--- config.mk ---
export PLATFORM = sky130hd
export DESIGN_NAME = numeric_literal_parser_core_flat
export DESIGN_NICKNAME = d
export VERILOG_FILES = /design/src/sv/nlp_pkg.sv /design/src/sv/nlp_if.sv /design/src/sv/nlp_in_reg.sv /design/src/sv/nlp_step.sv /design/src/sv/nlp_out_reg.sv /design/src/sv/numeric_literal_parser_core.sv /design/src/flat_wrapper.sv
export SDC_FILE = /design/constraint.sdc
export NUM_CORES = 2
export LEC_CHECK = 0
export BUFFER_PORTS_ARGS = -buffer_cell sky130_fd_sc_hd__buf_2
export CELL_PAD_IN_SITES_DETAIL_PLACEMENT = 0
export CELL_PAD_IN_SITES_GLOBAL_PLACEMENT = 1
export CORE_MARGIN = 2
export CORE_UTILIZATION = 44
export CTS_CLUSTER_DIAMETER = 30
export CTS_CLUSTER_SIZE = 12
export DETAILED_ROUTE_END_ITERATION = 6
export PLACE_DENSITY_LB_ADDON = 0.1
export SLEW_MARGIN = 20
export SYNTH_ARGS = -nofsm -noshare
export SYNTH_HDL_FRONTEND = slang
export SYNTH_HIERARCHICAL = 1
export SYNTH_SLANG_ARGS = --single-unit
--- constraint.sdc ---
create_clock -name clk -period 8.4 [get_ports clk]
set_clock_uncertainty 0.2 [all_clocks]
set_input_delay 0 -clock clk [delete_from_list [all_inputs] [get_ports clk]]
set_output_delay 0 -clock clk [all_outputs]
set_load 0.005 [all_outputs]
--- src/sv/nlp_pkg.sv ---
// ----------------------------------------------------------------------------
// nlp_pkg
// shared types, character codes and digit helpers of the numeric literal parser
// ----------------------------------------------------------------------------
`timescale 1ns / 1ps

package nlp_pkg;

	localparam int unsigned ACC_WIDTH_DEF = 64;
	localparam int unsigned EXP_WIDTH_DEF = 32;

	typedef enum logic [2:0] {
		PH_START,
		PH_ZERO,
		PH_INT,
		PH_FRAC,
		PH_EXP_SIGN,
		PH_EXP
	} phase_t;

	typedef enum logic [1:0] {
		RX_BIN,
		RX_OCT,
		RX_DEC,
		RX_HEX
	} radix_t;

	typedef enum logic [1:0] {
		KIND_INT,
		KIND_FRAC,
		KIND_EXP
	} kind_t;

	localparam logic [7:0] CH_ZERO  = 8'h30;
	localparam logic [7:0] CH_NINE  = 8'h39;
	localparam logic [7:0] CH_UP_A  = 8'h41;
	localparam logic [7:0] CH_UP_F  = 8'h46;
	localparam logic [7:0] CH_UP_B  = 8'h42;
	localparam logic [7:0] CH_UP_E  = 8'h45;
	localparam logic [7:0] CH_UP_P  = 8'h50;
	localparam logic [7:0] CH_UP_X  = 8'h58;
	localparam logic [7:0] CH_LOW_A = 8'h61;
	localparam logic [7:0] CH_LOW_Z = 8'h7A;
	localparam logic [7:0] CH_DOT   = 8'h2E;
	localparam logic [7:0] CH_QUOTE = 8'h27;
	localparam logic [7:0] CH_PLUS  = 8'h2B;
	localparam logic [7:0] CH_MINUS = 8'h2D;
	localparam logic [7:0] CASE_GAP = 8'h20;

	localparam logic [4:0] NO_DIGIT = 5'd16;

	typedef struct packed {
		phase_t phase;
		radix_t radix;
		logic   octal_bad;
		logic   exp_minus;
		logic   bad_char;
	} ctl_t;

	localparam ctl_t CTL_RESET = '{
		phase:     PH_START,
		radix:     RX_DEC,
		octal_bad: 1'b0,
		exp_minus: 1'b0,
		bad_char:  1'b0
	};

	function automatic logic [7:0] fold_case(logic [7:0] c);
		if (c >= CH_LOW_A && c <= CH_LOW_Z) begin
			return c - CASE_GAP;
		end
		return c;
	endfunction

	function automatic logic [4:0] digit_of(logic [7:0] c);
		logic [7:0] v;
		if (c >= CH_ZERO && c <= CH_NINE) begin
			v = c - CH_ZERO;
			return v[4:0];
		end
		if (c >= CH_UP_A && c <= CH_UP_F) begin
			v = c - CH_UP_A + 8'd10;
			return v[4:0];
		end
		return NO_DIGIT;
	endfunction

	function automatic logic [4:0] radix_value(radix_t r);
		logic [4:0] v;
		unique case (r)
			RX_BIN: v = 5'd2;
			RX_OCT: v = 5'd8;
			RX_DEC: v = 5'd10;
			RX_HEX: v = 5'd16;
			default: v = 5'd10;
		endcase
		return v;
	endfunction

endpackage

--- src/sv/nlp_if.sv ---
// ----------------------------------------------------------------------------
// nlp_if
// valid/ready channels: literal characters in, parse results out
// ----------------------------------------------------------------------------
`timescale 1ns / 1ps

interface nlp_in_if;
	logic       valid;
	logic       ready;
	logic [7:0] ch;
	logic       last;

	modport source (output valid, output ch, output last, input ready);
	modport sink   (input valid, input ch, input last, output ready);
endinterface

interface nlp_out_if #(
	parameter int unsigned ACC_WIDTH = nlp_pkg::ACC_WIDTH_DEF,
	parameter int unsigned EXP_WIDTH = nlp_pkg::EXP_WIDTH_DEF
);
	logic                 valid;
	logic                 ready;
	logic [1:0]           kind;
	logic [1:0]           radix_code;
	logic [ACC_WIDTH-1:0] numerator;
	logic [ACC_WIDTH-1:0] denominator;
	logic [EXP_WIDTH-1:0] exponent;
	logic                 exponent_base_two;
	logic                 exponent_negative;
	logic                 error;

	modport source (
		output valid, output kind, output radix_code, output numerator,
		output denominator, output exponent, output exponent_base_two,
		output exponent_negative, output error, input ready
	);
	modport sink (
		input valid, input kind, input radix_code, input numerator,
		input denominator, input exponent, input exponent_base_two,
		input exponent_negative, input error, output ready
	);
endinterface

--- src/sv/nlp_in_reg.sv ---
// ----------------------------------------------------------------------------
// nlp_in_reg
// input register for one character request
// ----------------------------------------------------------------------------
`timescale 1ns / 1ps

module nlp_in_reg (
	input  logic       clk,
	input  logic       arst_n,
	nlp_in_if.sink     chars,
	input  logic       advance,
	output logic       valid_s1,
	output logic [7:0] ch_s1,
	output logic       last_s1
);
	logic take;

	assign chars.ready = !valid_s1 || advance;
	assign take        = chars.valid && chars.ready;

	always_ff @(posedge clk or negedge arst_n) begin
		if (!arst_n) begin
			valid_s1 <= 1'b0;
		end else if (take) begin
			valid_s1 <= 1'b1;
		end else if (advance) begin
			valid_s1 <= 1'b0;
		end
	end

	always_ff @(posedge clk) begin
		if (take) begin
			ch_s1   <= chars.ch;
			last_s1 <= chars.last;
		end
	end
endmodule

--- src/sv/nlp_step.sv ---
// ----------------------------------------------------------------------------
// nlp_step
// one character of parse: next parser state and the result fields
// ----------------------------------------------------------------------------
`timescale 1ns / 1ps

module nlp_step #(
	parameter int unsigned ACC_WIDTH = nlp_pkg::ACC_WIDTH_DEF,
	parameter int unsigned EXP_WIDTH = nlp_pkg::EXP_WIDTH_DEF
) (
	input  logic [7:0]           ch,
	input  logic                 last,
	input  nlp_pkg::ctl_t        cur_ctl,
	input  logic [ACC_WIDTH-1:0] cur_main,
	input  logic [ACC_WIDTH-1:0] cur_alt,
	input  logic [ACC_WIDTH-1:0] cur_scale,
	input  logic [EXP_WIDTH-1:0] cur_exp,
	output nlp_pkg::ctl_t        nxt_ctl,
	output logic [ACC_WIDTH-1:0] nxt_main,
	output logic [ACC_WIDTH-1:0] nxt_alt,
	output logic [ACC_WIDTH-1:0] nxt_scale,
	output logic [EXP_WIDTH-1:0] nxt_exp,
	output logic [1:0]           kind,
	output logic [1:0]           radix_code,
	output logic [ACC_WIDTH-1:0] numerator,
	output logic [ACC_WIDTH-1:0] denominator,
	output logic [EXP_WIDTH-1:0] exponent,
	output logic                 exponent_base_two,
	output logic                 exponent_negative,
	output logic                 error
);
	import nlp_pkg::*;

	localparam logic [ACC_WIDTH-1:0] ACC_ONE = {{(ACC_WIDTH-1){1'b0}}, 1'b1};

	// shift-and-add product by the radix
	function automatic logic [ACC_WIDTH-1:0] mul_radix(logic [ACC_WIDTH-1:0] x, radix_t r);
		logic [ACC_WIDTH-1:0] p;
		unique case (r)
			RX_BIN: p = x << 1;
			RX_OCT: p = x << 3;
			RX_DEC: p = (x << 3) + (x << 1);
			RX_HEX: p = x << 4;
			default: p = x;
		endcase
		return p;
	endfunction

	function automatic logic [ACC_WIDTH-1:0] acc_digit(logic [4:0] d);
		return {{(ACC_WIDTH-4){1'b0}}, d[3:0]};
	endfunction

	logic [7:0]           c;
	logic [4:0]           d;
	logic                 quote;
	logic                 do_int;
	radix_t               int_rx;
	logic [7:0]           int_marker;
	logic [7:0]           cur_marker;
	ctl_t                 n;
	logic [ACC_WIDTH-1:0] main_n;
	logic [ACC_WIDTH-1:0] alt_n;
	logic [ACC_WIDTH-1:0] scale_n;
	logic [EXP_WIDTH-1:0] exp_n;
	logic                 is_exp;

	always_comb begin
		c          = fold_case(ch);
		d          = digit_of(c);
		quote      = (c == CH_QUOTE);
		n          = cur_ctl;
		main_n     = cur_main;
		alt_n      = cur_alt;
		scale_n    = cur_scale;
		exp_n      = cur_exp;
		do_int     = 1'b0;
		int_rx     = cur_ctl.radix;
		cur_marker = (cur_ctl.radix == RX_HEX) ? CH_UP_P : CH_UP_E;

		unique case (cur_ctl.phase)
			PH_ZERO: begin
				n.phase = PH_INT;
				if (c == CH_UP_X) begin
					n.radix = RX_HEX;
				end else if (c == CH_UP_B) begin
					n.radix = RX_BIN;
				end else begin
					n.radix = RX_OCT;
					int_rx  = RX_OCT;
					do_int  = 1'b1;
				end
			end
			PH_INT: begin
				do_int = 1'b1;
			end
			PH_FRAC: begin
				if (!quote) begin
					if (c == cur_marker) begin
						n.phase = PH_EXP_SIGN;
					end else if (d < radix_value(cur_ctl.radix)) begin
						main_n  = mul_radix(cur_main, cur_ctl.radix) + acc_digit(d);
						scale_n = mul_radix(cur_scale, cur_ctl.radix);
					end else begin
						n.bad_char = 1'b1;
					end
				end
			end
			PH_EXP_SIGN, PH_EXP: begin
				if (!quote) begin
					if (cur_ctl.phase == PH_EXP_SIGN && (c == CH_PLUS || c == CH_MINUS)) begin
						n.exp_minus = (c == CH_MINUS);
						n.phase     = PH_EXP;
					end else if (d < 5'd10) begin
						exp_n   = (cur_exp << 3) + (cur_exp << 1)
							+ {{(EXP_WIDTH-4){1'b0}}, d[3:0]};
						n.phase = PH_EXP;
					end else begin
						n.bad_char = 1'b1;
					end
				end
			end
			default: begin
				if (c == CH_ZERO) begin
					n.radix = RX_OCT;
					n.phase = PH_ZERO;
				end else begin
					n.radix = RX_DEC;
					n.phase = PH_INT;
					int_rx  = RX_DEC;
					do_int  = 1'b1;
				end
			end
		endcase

		int_marker = (int_rx == RX_HEX) ? CH_UP_P : CH_UP_E;

		if (do_int && !quote) begin
			if (int_rx == RX_OCT) begin
				if (d < 5'd10) begin
					if (d < 5'd8) begin
						main_n = mul_radix(cur_main, RX_OCT) + acc_digit(d);
					end else begin
						n.octal_bad = 1'b1;
					end
					alt_n = mul_radix(cur_alt, RX_DEC) + acc_digit(d);
				end else if (c == CH_DOT || c == CH_UP_E) begin
					// turns out decimal after a leading zero
					n.radix = RX_DEC;
					main_n  = cur_alt;
					n.phase = (c == CH_DOT) ? PH_FRAC : PH_EXP_SIGN;
				end else begin
					n.bad_char = 1'b1;
				end
			end else if (c == int_marker) begin
				n.phase = PH_EXP_SIGN;
			end else if (c == CH_DOT) begin
				n.phase = PH_FRAC;
			end else if (d < radix_value(int_rx)) begin
				main_n = mul_radix(cur_main, int_rx) + acc_digit(d);
			end else begin
				n.bad_char = 1'b1;
			end
		end

		is_exp            = (n.phase == PH_EXP_SIGN) || (n.phase == PH_EXP);
		kind              = is_exp ? KIND_EXP : ((n.phase == PH_FRAC) ? KIND_FRAC : KIND_INT);
		radix_code        = n.radix;
		numerator         = main_n;
		denominator       = scale_n;
		exponent          = is_exp ? exp_n : '0;
		exponent_base_two = is_exp && (n.radix == RX_HEX);
		exponent_negative = is_exp && n.exp_minus;
		error             = n.bad_char || (n.radix == RX_OCT && n.octal_bad);

		// back to the start of a literal after its last character
		if (last) begin
			nxt_ctl   = CTL_RESET;
			nxt_main  = '0;
			nxt_alt   = '0;
			nxt_scale = ACC_ONE;
			nxt_exp   = '0;
		end else begin
			nxt_ctl   = n;
			nxt_main  = main_n;
			nxt_alt   = alt_n;
			nxt_scale = scale_n;
			nxt_exp   = exp_n;
		end
	end
endmodule

--- src/sv/nlp_out_reg.sv ---
// ----------------------------------------------------------------------------
// nlp_out_reg
// result register toward the result channel
// ----------------------------------------------------------------------------
`timescale 1ns / 1ps

module nlp_out_reg #(
	parameter int unsigned ACC_WIDTH = nlp_pkg::ACC_WIDTH_DEF,
	parameter int unsigned EXP_WIDTH = nlp_pkg::EXP_WIDTH_DEF
) (
	input  logic                 clk,
	input  logic                 arst_n,
	input  logic                 load,
	input  logic [1:0]           kind,
	input  logic [1:0]           radix_code,
	input  logic [ACC_WIDTH-1:0] numerator,
	input  logic [ACC_WIDTH-1:0] denominator,
	input  logic [EXP_WIDTH-1:0] exponent,
	input  logic                 exponent_base_two,
	input  logic                 exponent_negative,
	input  logic                 error,
	output logic                 stall,
	nlp_out_if.source            result
);
	logic                 valid_q;
	logic [1:0]           kind_q;
	logic [1:0]           radix_q;
	logic [ACC_WIDTH-1:0] num_q;
	logic [ACC_WIDTH-1:0] den_q;
	logic [EXP_WIDTH-1:0] exp_q;
	logic                 base_two_q;
	logic                 negative_q;
	logic                 error_q;

	assign stall = valid_q && !result.ready;

	always_ff @(posedge clk or negedge arst_n) begin
		if (!arst_n) begin
			valid_q <= 1'b0;
		end else if (load) begin
			valid_q <= 1'b1;
		end else if (result.ready) begin
			valid_q <= 1'b0;
		end
	end

	always_ff @(posedge clk) begin
		if (load) begin
			kind_q     <= kind;
			radix_q    <= radix_code;
			num_q      <= numerator;
			den_q      <= denominator;
			exp_q      <= exponent;
			base_two_q <= exponent_base_two;
			negative_q <= exponent_negative;
			error_q    <= error;
		end
	end

	assign result.valid             = valid_q;
	assign result.kind              = kind_q;
	assign result.radix_code        = radix_q;
	assign result.numerator         = num_q;
	assign result.denominator       = den_q;
	assign result.exponent          = exp_q;
	assign result.exponent_base_two = base_two_q;
	assign result.exponent_negative = negative_q;
	assign result.error             = error_q;
endmodule

--- src/sv/numeric_literal_parser_core.sv ---
// ----------------------------------------------------------------------------
// numeric_literal_parser_core
// Parses a C++ numeric literal one character per request and returns its
// kind, radix, numerator, denominator and exponent with an error flag when
// the request marked last is processed. One character is taken every clock
// cycle unless a last character waits on a stalled result. A character is
// parsed in the input register; the parser state and, for a last character,
// the result register load when it advances. The parser state update (one
// shift-and-add per accumulator) sets the rate of one character per cycle
// while nothing stalls. The result register lets further characters flow
// while a result waits. Only a last character is held in the input register,
// and only while the previous result is still unaccepted.
// ----------------------------------------------------------------------------
`timescale 1ns / 1ps

module numeric_literal_parser_core #(
	parameter int unsigned ACC_WIDTH = nlp_pkg::ACC_WIDTH_DEF,
	parameter int unsigned EXP_WIDTH = nlp_pkg::EXP_WIDTH_DEF
) (
	input  logic      clk,
	input  logic      arst_n,
	nlp_in_if.sink    chars,
	nlp_out_if.source result
);
	import nlp_pkg::*;

	localparam logic [ACC_WIDTH-1:0] ACC_ONE = {{(ACC_WIDTH-1){1'b0}}, 1'b1};

	logic                 valid_s1;
	logic [7:0]           ch_s1;
	logic                 last_s1;
	logic                 advance;
	logic                 out_stall;

	ctl_t                 ctl_q;
	logic [ACC_WIDTH-1:0] main_q;
	logic [ACC_WIDTH-1:0] alt_q;
	logic [ACC_WIDTH-1:0] scale_q;
	logic [EXP_WIDTH-1:0] exp_q;

	ctl_t                 nxt_ctl;
	logic [ACC_WIDTH-1:0] nxt_main;
	logic [ACC_WIDTH-1:0] nxt_alt;
	logic [ACC_WIDTH-1:0] nxt_scale;
	logic [EXP_WIDTH-1:0] nxt_exp;

	logic [1:0]           res_kind;
	logic [1:0]           res_radix;
	logic [ACC_WIDTH-1:0] res_num;
	logic [ACC_WIDTH-1:0] res_den;
	logic [EXP_WIDTH-1:0] res_exp;
	logic                 res_base_two;
	logic                 res_negative;
	logic                 res_error;

	// a non-final character never needs the result register
	assign advance = valid_s1 && (!last_s1 || !out_stall);

	nlp_in_reg u_in_reg (
		.clk      (clk),
		.arst_n   (arst_n),
		.chars    (chars),
		.advance  (advance),
		.valid_s1 (valid_s1),
		.ch_s1    (ch_s1),
		.last_s1  (last_s1)
	);

	nlp_step #(
		.ACC_WIDTH (ACC_WIDTH),
		.EXP_WIDTH (EXP_WIDTH)
	) u_step (
		.ch                (ch_s1),
		.last              (last_s1),
		.cur_ctl           (ctl_q),
		.cur_main          (main_q),
		.cur_alt           (alt_q),
		.cur_scale         (scale_q),
		.cur_exp           (exp_q),
		.nxt_ctl           (nxt_ctl),
		.nxt_main          (nxt_main),
		.nxt_alt           (nxt_alt),
		.nxt_scale         (nxt_scale),
		.nxt_exp           (nxt_exp),
		.kind              (res_kind),
		.radix_code        (res_radix),
		.numerator         (res_num),
		.denominator       (res_den),
		.exponent          (res_exp),
		.exponent_base_two (res_base_two),
		.exponent_negative (res_negative),
		.error             (res_error)
	);

	always_ff @(posedge clk or negedge arst_n) begin
		if (!arst_n) begin
			ctl_q   <= CTL_RESET;
			main_q  <= '0;
			alt_q   <= '0;
			scale_q <= ACC_ONE;
			exp_q   <= '0;
		end else if (advance) begin
			ctl_q   <= nxt_ctl;
			main_q  <= nxt_main;
			alt_q   <= nxt_alt;
			scale_q <= nxt_scale;
			exp_q   <= nxt_exp;
		end
	end

	nlp_out_reg #(
		.ACC_WIDTH (ACC_WIDTH),
		.EXP_WIDTH (EXP_WIDTH)
	) u_out_reg (
		.clk               (clk),
		.arst_n            (arst_n),
		.load              (advance && last_s1),
		.kind              (res_kind),
		.radix_code        (res_radix),
		.numerator         (res_num),
		.denominator       (res_den),
		.exponent          (res_exp),
		.exponent_base_two (res_base_two),
		.exponent_negative (res_negative),
		.error             (res_error),
		.stall             (out_stall),
		.result            (result)
	);
endmodule

--- src/flat_wrapper.sv ---
// flat-port wrapper written by rule: the top's interface ports become plain ports
module numeric_literal_parser_core_flat import nlp_pkg::*;
#(
	parameter int unsigned ACC_WIDTH = nlp_pkg::ACC_WIDTH_DEF,
	parameter int unsigned EXP_WIDTH = nlp_pkg::EXP_WIDTH_DEF
)
  (clk, arst_n, chars_valid, chars_ch, chars_last, chars_ready, result_valid, result_kind, result_radix_code, result_numerator, result_denominator, result_exponent, result_exponent_base_two, result_exponent_negative, result_error, result_ready);
  nlp_in_if chars_i ();
  nlp_out_if #(.ACC_WIDTH(ACC_WIDTH), .EXP_WIDTH(EXP_WIDTH)) result_i ();
  input  logic clk;
  input  logic arst_n;
  input wire logic [$bits(chars_i.valid)-1:0] chars_valid;
  input wire logic [$bits(chars_i.ch)-1:0] chars_ch;
  input wire logic [$bits(chars_i.last)-1:0] chars_last;
  output wire logic [$bits(chars_i.ready)-1:0] chars_ready;
  output wire logic [$bits(result_i.valid)-1:0] result_valid;
  output wire logic [$bits(result_i.kind)-1:0] result_kind;
  output wire logic [$bits(result_i.radix_code)-1:0] result_radix_code;
  output wire logic [$bits(result_i.numerator)-1:0] result_numerator;
  output wire logic [$bits(result_i.denominator)-1:0] result_denominator;
  output wire logic [$bits(result_i.exponent)-1:0] result_exponent;
  output wire logic [$bits(result_i.exponent_base_two)-1:0] result_exponent_base_two;
  output wire logic [$bits(result_i.exponent_negative)-1:0] result_exponent_negative;
  output wire logic [$bits(result_i.error)-1:0] result_error;
  input wire logic [$bits(result_i.ready)-1:0] result_ready;
  assign chars_i.valid = chars_valid;
  assign chars_i.ch = chars_ch;
  assign chars_i.last = chars_last;
  assign chars_ready = chars_i.ready;
  assign result_valid = result_i.valid;
  assign result_kind = result_i.kind;
  assign result_radix_code = result_i.radix_code;
  assign result_numerator = result_i.numerator;
  assign result_denominator = result_i.denominator;
  assign result_exponent = result_i.exponent;
  assign result_exponent_base_two = result_i.exponent_base_two;
  assign result_exponent_negative = result_i.exponent_negative;
  assign result_error = result_i.error;
  assign result_i.ready = result_ready;
  numeric_literal_parser_core #(.ACC_WIDTH(ACC_WIDTH), .EXP_WIDTH(EXP_WIDTH)) u_core (.clk(clk), .arst_n(arst_n), .chars(chars_i), .result(result_i));
endmodule
**After elaboration in Yosys (flattened, before gate mapping)**

Index checks and enable logic that the tools add are counted.

- Input port bits: 13
- Word-level logic and storage cells: 221
- Output and inout port bits: 169
- Register bits after elaboration: 410

- $add $sub $neg: 13
- Multiplexer cells: 117
- Order comparisons: 10
- Reductions and logical operators: 34
- Equality and inequality tests: 26

Operator list:

| kind | number |
|---|---|
| $mux W64 | 38 |
| $pmux W64 S4 | 2 |
| $add A64 B4 Y64 | 4 |
| $add A64 B64 Y64 | 3 |
| $pmux W64 S3 | 1 |
| $mux W32 | 5 |
| $mux W5 | 15 |
| $eq A8 B6 Y1 const B | 5 |
| $add A32 B32 Y32 | 1 |
| $add A32 B4 Y32 | 1 |
| $mux W3 | 10 |
| $mux W1 | 29 |
| $eq A8 B7 Y1 const B | 3 |
| $mux W8 | 3 |
| $pmux W5 S4 | 1 |
| $eq A8 B7 Y1 | 2 |
| $ge A8 B7 Y1 const B | 2 |
| $le A8 B7 Y1 const B | 2 |
| $pmux W5 S3 | 1 |
| $eq A3 B3 Y1 const B | 4 |
| $logic_and A1 B1 Y1 | 12 |
| $pmux W3 S4 | 1 |
| $eq A2 B2 Y1 const B | 5 |
| $lt A5 B4 Y1 const B | 2 |
| other kinds (24) | 48 |

**Logic depth before layout (Yosys ltp)**

- Depth after elaboration: 27
- Gate-level depth with buffers: 32
- Mapped depth without buffers: 30

**Cells and area by module**

The synthesis kept the hierarchy.

By module, submodules not included:

| module | times used | sequential area each (um2) | cells each | area an instance (um2) |
|---|---|---|---|---|
| nlp_step | 1 | 0.0 | 4840 | 30814.6 |
| numeric_literal_parser_core | 1 | 5808.1 | 493 | 9396.5 |
| nlp_out_reg | 1 | 5039.8 | 170 | 5059.9 |
| nlp_in_reg | 1 | 295.3 | 13 | 324.1 |

**Worst setup path after synthesis**

OpenSTA, ideal clock, no wires.

- Path kind: flip-flop to flip-flop
- From: register u_core.u_in_reg.last_s1
- To: register u_core.u_out_reg.den_q[0] (netlist: u_core/u_out_reg/result.denominator[0]) (enable)
- Path buffers: 0
- Arrival: 7.435 ns
- Required time: 7.503 ns
- Library setup time: 0.697 ns
- Stages on the path, launching flop included: 3
- Clock period less this slack: 8.332 ns
- Setup slack: 0.068 ns
- Path through: edfxtp_1 nand2_1 nor2_1

- Longest elaborated chain between the ends: 4

Ends and longest elaborated chain:

| item | line | text |
|---|---|---|
| start, declared | nlp_in_reg.sv:14 | `output logic last_s1` |
| start signal, assigned | nlp_in_reg.sv:34 | `last_s1 <= chars.last;` |
| $logic_not A1 Y1 | numeric_literal_parser_core.sv:57 | `assign advance = valid_s1 && (!last_s1 \|\| !out_stall);` |
| $logic_or A1 B1 Y1 | numeric_literal_parser_core.sv:57 |  |
| $logic_and A1 B1 Y1 | numeric_literal_parser_core.sv:57 |  |
| $logic_and A1 B1 Y1 (*) | numeric_literal_parser_core.sv:117 | `.load (advance && last_s1),` |
| end signal, assigned | nlp_out_reg.sv:52 | `den_q <= denominator;` |
| end, declared | nlp_out_reg.sv:29 | `logic [ACC_WIDTH-1:0] den_q;` |

Mark *: on every way between the ends. The rest lies on a longest branch, timed or not.
A chain may end at the register's enable or synchronous reset.

**Final worst setup path**

- From: register u_core.u_in_reg.ch_s1[1]
- To: register u_core.alt_q[63]

- Longest elaborated chain between the ends: 15
- Elaborated cells between the ends (all ways): 48
- Those cells by class: add/sub: 5; order compare: 7; eq/ne: 5; mux: 22; reduce/logical: 9

Ends and longest elaborated chain:

| item | line | text |
|---|---|---|
| start, declared | nlp_in_reg.sv:13 | `output logic [7:0] ch_s1,` |
| start signal, assigned | nlp_in_reg.sv:33 | `ch_s1 <= chars.ch;` |
| $ge A8 B7 Y1 or $le A8 B7 Y1 (tied branches) | nlp_pkg.sv:69 | `if (c >= CH_LOW_A && c <= CH_LOW_Z) begin` |
| $logic_and A1 B1 Y1 | nlp_pkg.sv:69 |  |
| $mux W1 | nlp_pkg.sv:69 |  |
| $mux W8 (*) | nlp_pkg.sv:72 | `return c;` |
| parallel branches: the longest is 5 deep, another holds $sub A5 B1 Y5 | n/a |  |
| $mux W5 (*) | nlp_pkg.sv:81 | `if (c >= CH_UP_A && c <= CH_UP_F) begin` |
| $add A64 B4 Y64 (*) | nlp_step.sv:145 | `alt_n = mul_radix(cur_alt, RX_DEC) + acc_digit(d);` |
| $mux W64 (*) | nlp_step.sv:139 | `if (d < 5'd10) begin` |
| $mux W64 (*) | nlp_step.sv:138 | `if (int_rx == RX_OCT) begin` |
| $mux W64 (*) | nlp_step.sv:137 | `if (do_int && !quote) begin` |
| $mux W64 (*) | nlp_step.sv:176 | `if (last) begin` |
| via u_core.nxt_alt[63] | numeric_literal_parser_core.sv:43 | `logic [ACC_WIDTH-1:0] nxt_alt;` |
| end signal, assigned | numeric_literal_parser_core.sv:105 | `alt_q <= nxt_alt;` |
| end, declared | numeric_literal_parser_core.sv:37 | `logic [ACC_WIDTH-1:0] alt_q;` |

Mark *: on every way through the listed nets, which the timed path passes. The select of a mux whose other input is x is not followed.

==> impl_metrics.tcl <==
set metrics [dict create \
    clockPowerShare_pct 40.0 \
    synth_cells 5516 \
    crit_start "u_core/u_in_reg/ch_s1[1]$_DFFE_PP_" \
    postCtsSetupBuffers 0 \
    synth_ff_type "dfrtp_1" \
    finalSetupViolations 0 \
    combPwrFrac_pct 36.8 \
    synth.distinct_cells 135 \
    h-tree-depth 3 \
    drt_iter0_drc 4506 \
    yosysTopAreaCellShare_pct 12.7 \
    maxSlewViolCount 0 \
    syn_nets 5801 \
    cts_tree "built" \
    wl_per_cell_um 25.4 \
    drive_gt1_share_pct 15.6 \
    detail-route-antenna-nets 0 \
    synth_top_cell_by_area "dfrtp_1" \
    synth_edf_count 176 \
    ys_warn_count 6 \
    rr_startpoint "u_core/u_in_reg/ch_s1[1]$_DFFE_PP_" \
    yosysMostFrequentCell "nor2_1" \
    rows 118 \
    grt_usage_pct 32.4 \
    numPortBuffers 181 \
    cp.required_ns 8.82 \
    final.setup.tns_ns 0 \
    max_freq_ghz 0.130 \
    ios 182 \
    power_w 0.0116 \
    cp_max_fo 12 \
    antenna_found_initial 9 \
    drv_cap 0 \
    critPathSlowestCell "edfxtp_1" \
    drc_errors 0 \
    area_growth_pct 13.2 \
    async_flop_share_pct 57.1 \
    irDropWorstVdd_uv 213 \
    cp.arrival_ns 8.13 \
    dpl_cell_area_um2 47100 \
    p_int_w 0.00689 \
    path_common_cell "o21ai_0" \
    dpl.hpwl_um 128000 \
    ys_top_cells_by_area "dfrtp_1 (13%), edfxtp_1 (12%), ha_1 (7.2%)" \
    worst_slew_pin_slew_ns 1.12 \
    cts.path.max_buffers 3 \
    globalRouteOverflowTotal 0 \
    fin_area_um2 51600 \
    core_um2 103000 \
    place_ws_ns 0.576 \
    cp-end-kind "flop" \
    p_sw_share_pct 40.7 \
    outcome "complete, no violations" \
    grt_pass1_wl_um 268000 \
    rsz0062_at_grt "no" \
    die-area_um2 106000 \
    clk_latency_ns 0.74 \
    r2r_slack_ns 0.69 \
    leakage_nw 21.5 \
    clkSinkCount 410 \
    holdCritPathClass "in2reg" \
    timing.rr.end "u_core/alt_q[63]$_DFFE_PN0P_" \
    die-width_um 326 \
    critical_path_class "reg2reg" \
    syn_area_per_cell_um2 8.27 \
    ys_top_cells_by_count "nor2_1 (497), nand2_1 (477), a21oi_1 (435)" \
    power_density_nw_per_um2 225 \
    critPathMaxStageDelay_ns 0.61 \
    start_kind "flop" \
    drtPass1Iterations 6 \
    avgViaCountPerCell 6.42 \
    grt_max_degree 116 \
    hold_violations 0 \
    r2r_cells 28 \
    min_period_ns 7.71 \
    p_sw_w 0.00473 \
    cts.clk_slew.worst_paths_ns 0.05 \
    initial_core_util_pct 44.2 \
    relSlewSlack_pct 25.6 \
    grt_pass1_vias 42072 \
    wl_um 178000 \
    cts_buffers 117 \
    seq_power_share_pct 23.2 \
    fin_nets 5829 \
    cts-root-buf "clkbuf_16" \
    final.period_utilization_pct 91.8 \
    crit_path_end "u_core/alt_q[63]$_DFFE_PN0P_" \
    fin_ws_ns 0.693 \
    ys_seq_area_share_pct 24.4 \
    routed-via-count 45118 \
    routabilityCongestion 0.976 \
    syn-cell-area_um2 45600 \
    synth-seq-cells 410 \
    die_h_um 326 \
]
==> cell type report <==
type                    instances  area (um^2)
diodes                          2         5.00
well taps                    1380         1730
repair buffers                297         1930
clock inverters                97         1210
multi-input cells            4582        32100
flip-flops and latches        410        11100
clock buffers                 126         2980
fillers                     10013        51600
inverters                     136          514
==> critical path, delay by kind of cell, from the launching register on <==
family | cells | cell delay (ns)
simple gates | 15 | 4.25
compound gates | 6 | 0.85
fa+ha+maj | 2 | 0.73
flops | 1 | 0.61
buf+inv | 3 | 0.52
mux | 1 | 0.30
xor+xnor | 1 | 0.15
==> what timing repair did <==
item	in CTS	in global routing
endpoints found under the hold margin	229	0
hold buffers	25	0
setup endpoints to repair	0	8
gates resized for setup	0	2
==> power groups by stage <==
stage / Sequential (W) / Combinational (W) / Clock [W]
final: 0.00270 / 0.00427 / 0.00465
after floorplan: 0.00248 / 0.00300 / 0
after CTS: 0.00269 / 0.00415 / 0.00471
after global placement: 0.00272 / 0.00411 / 0
after detailed placement: 0.00272 / 0.00412 / 0
after global routing: 0.00271 / 0.00454 / 0.00482
==> layer usage <==
| metal | up-vias | GRT usage, % | share of wire [%] |
|---|---|---|---|
| li1 | 20812 | - | - |
| met1 | 21987 | 45.9 | 45 |
| met2 | 1950 | 49.0 | 43 |
| met3 | 369 | 5.44 | 7.8 |
| met4 | 0 | 12.5 | 4.1 |
| met5 | - | 0 | 0 |
==> per-stage QoR <==
stage	hold WS (ns)	utilization (%)	std cells
2_1_floorplan	-0.496	-	5516
4_1_cts	0.0533	50.0	7028
3_5_place_dp	-0.0967	45.7	6780
3_3_place_gp	-0.109	45.7	6780
5_1_grt	0.0908	50.0	7029
6_report	0.0988	50.0	7030
==> layout by cell type (no fill, tap or decap), types with 61 or more instances in the layout <==
cell       count
a211oi_1      79
a21o_1       143
a21oi_1      434
a221o_1       61
a221oi_1      97
and2_1       155
and3_1        62
buf_2        180
buf_4         86
clkbuf_16    117
dfrtp_1      232
edfxtp_1     176
ha_1         260
inv_1        133
mux2_2        67
mux2_4       169
nand2_1      475
nand2b_1      65
nand3_1      144
nand4_1      115
nor2_1       491
nor3_1       112
o21ai_0      333
xnor2_1      239
xor2_1       132
==> logic make-up after synthesis <==
family,synth area share [%]
muxes,8.05
and+or+nand+nor,21.6
xor gates and xnor gates,7.13
adders and majority gates,7.60
AOI/OAI and AO/OA,25.8
buffers and inverters,5.44
DFF,24.4
==> state kept, by name, indices dropped and copies added, names as in the netlist, 2 cells and up <==
| register | flops |
|---|---|
| u_core/scale_q | 64 |
| u_core/u_out_reg/result.numerator | 64 |
| u_core/u_out_reg/result.denominator | 64 |
| u_core/u_out_reg/result.radix_code | 2 |
| u_core/u_out_reg/result.exponent | 32 |
| u_core/ctl_q | 8 |
| u_core/main_q | 64 |
| u_core/alt_q | 64 |
| u_core/u_in_reg/ch_s1 | 8 |
| u_core/exp_q | 32 |
| u_core/u_out_reg/result.kind | 2 |
==> worst min-delay path by stage <==
stage               slack (ns)  cells after the start                           endpoint        start
global placement         -0.11                      1     u_core/scale_q[23]$_DFFE_PN0P_       arst_n
CTS                       0.05                      3  u_core/u_in_reg/last_s1$_DFFE_PP_  chars_valid
detailed placement        -0.1                      1     u_core/scale_q[23]$_DFFE_PN0P_       arst_n
global route              0.09                      3  u_core/u_in_reg/last_s1$_DFFE_PP_  chars_valid
finish                     0.1                      3  u_core/u_in_reg/last_s1$_DFFE_PP_  chars_valid
floorplan                -0.50                      0        u_core/alt_q[0]$_DFFE_PN0P_       arst_n
Power figures use the tool's default switching activity.
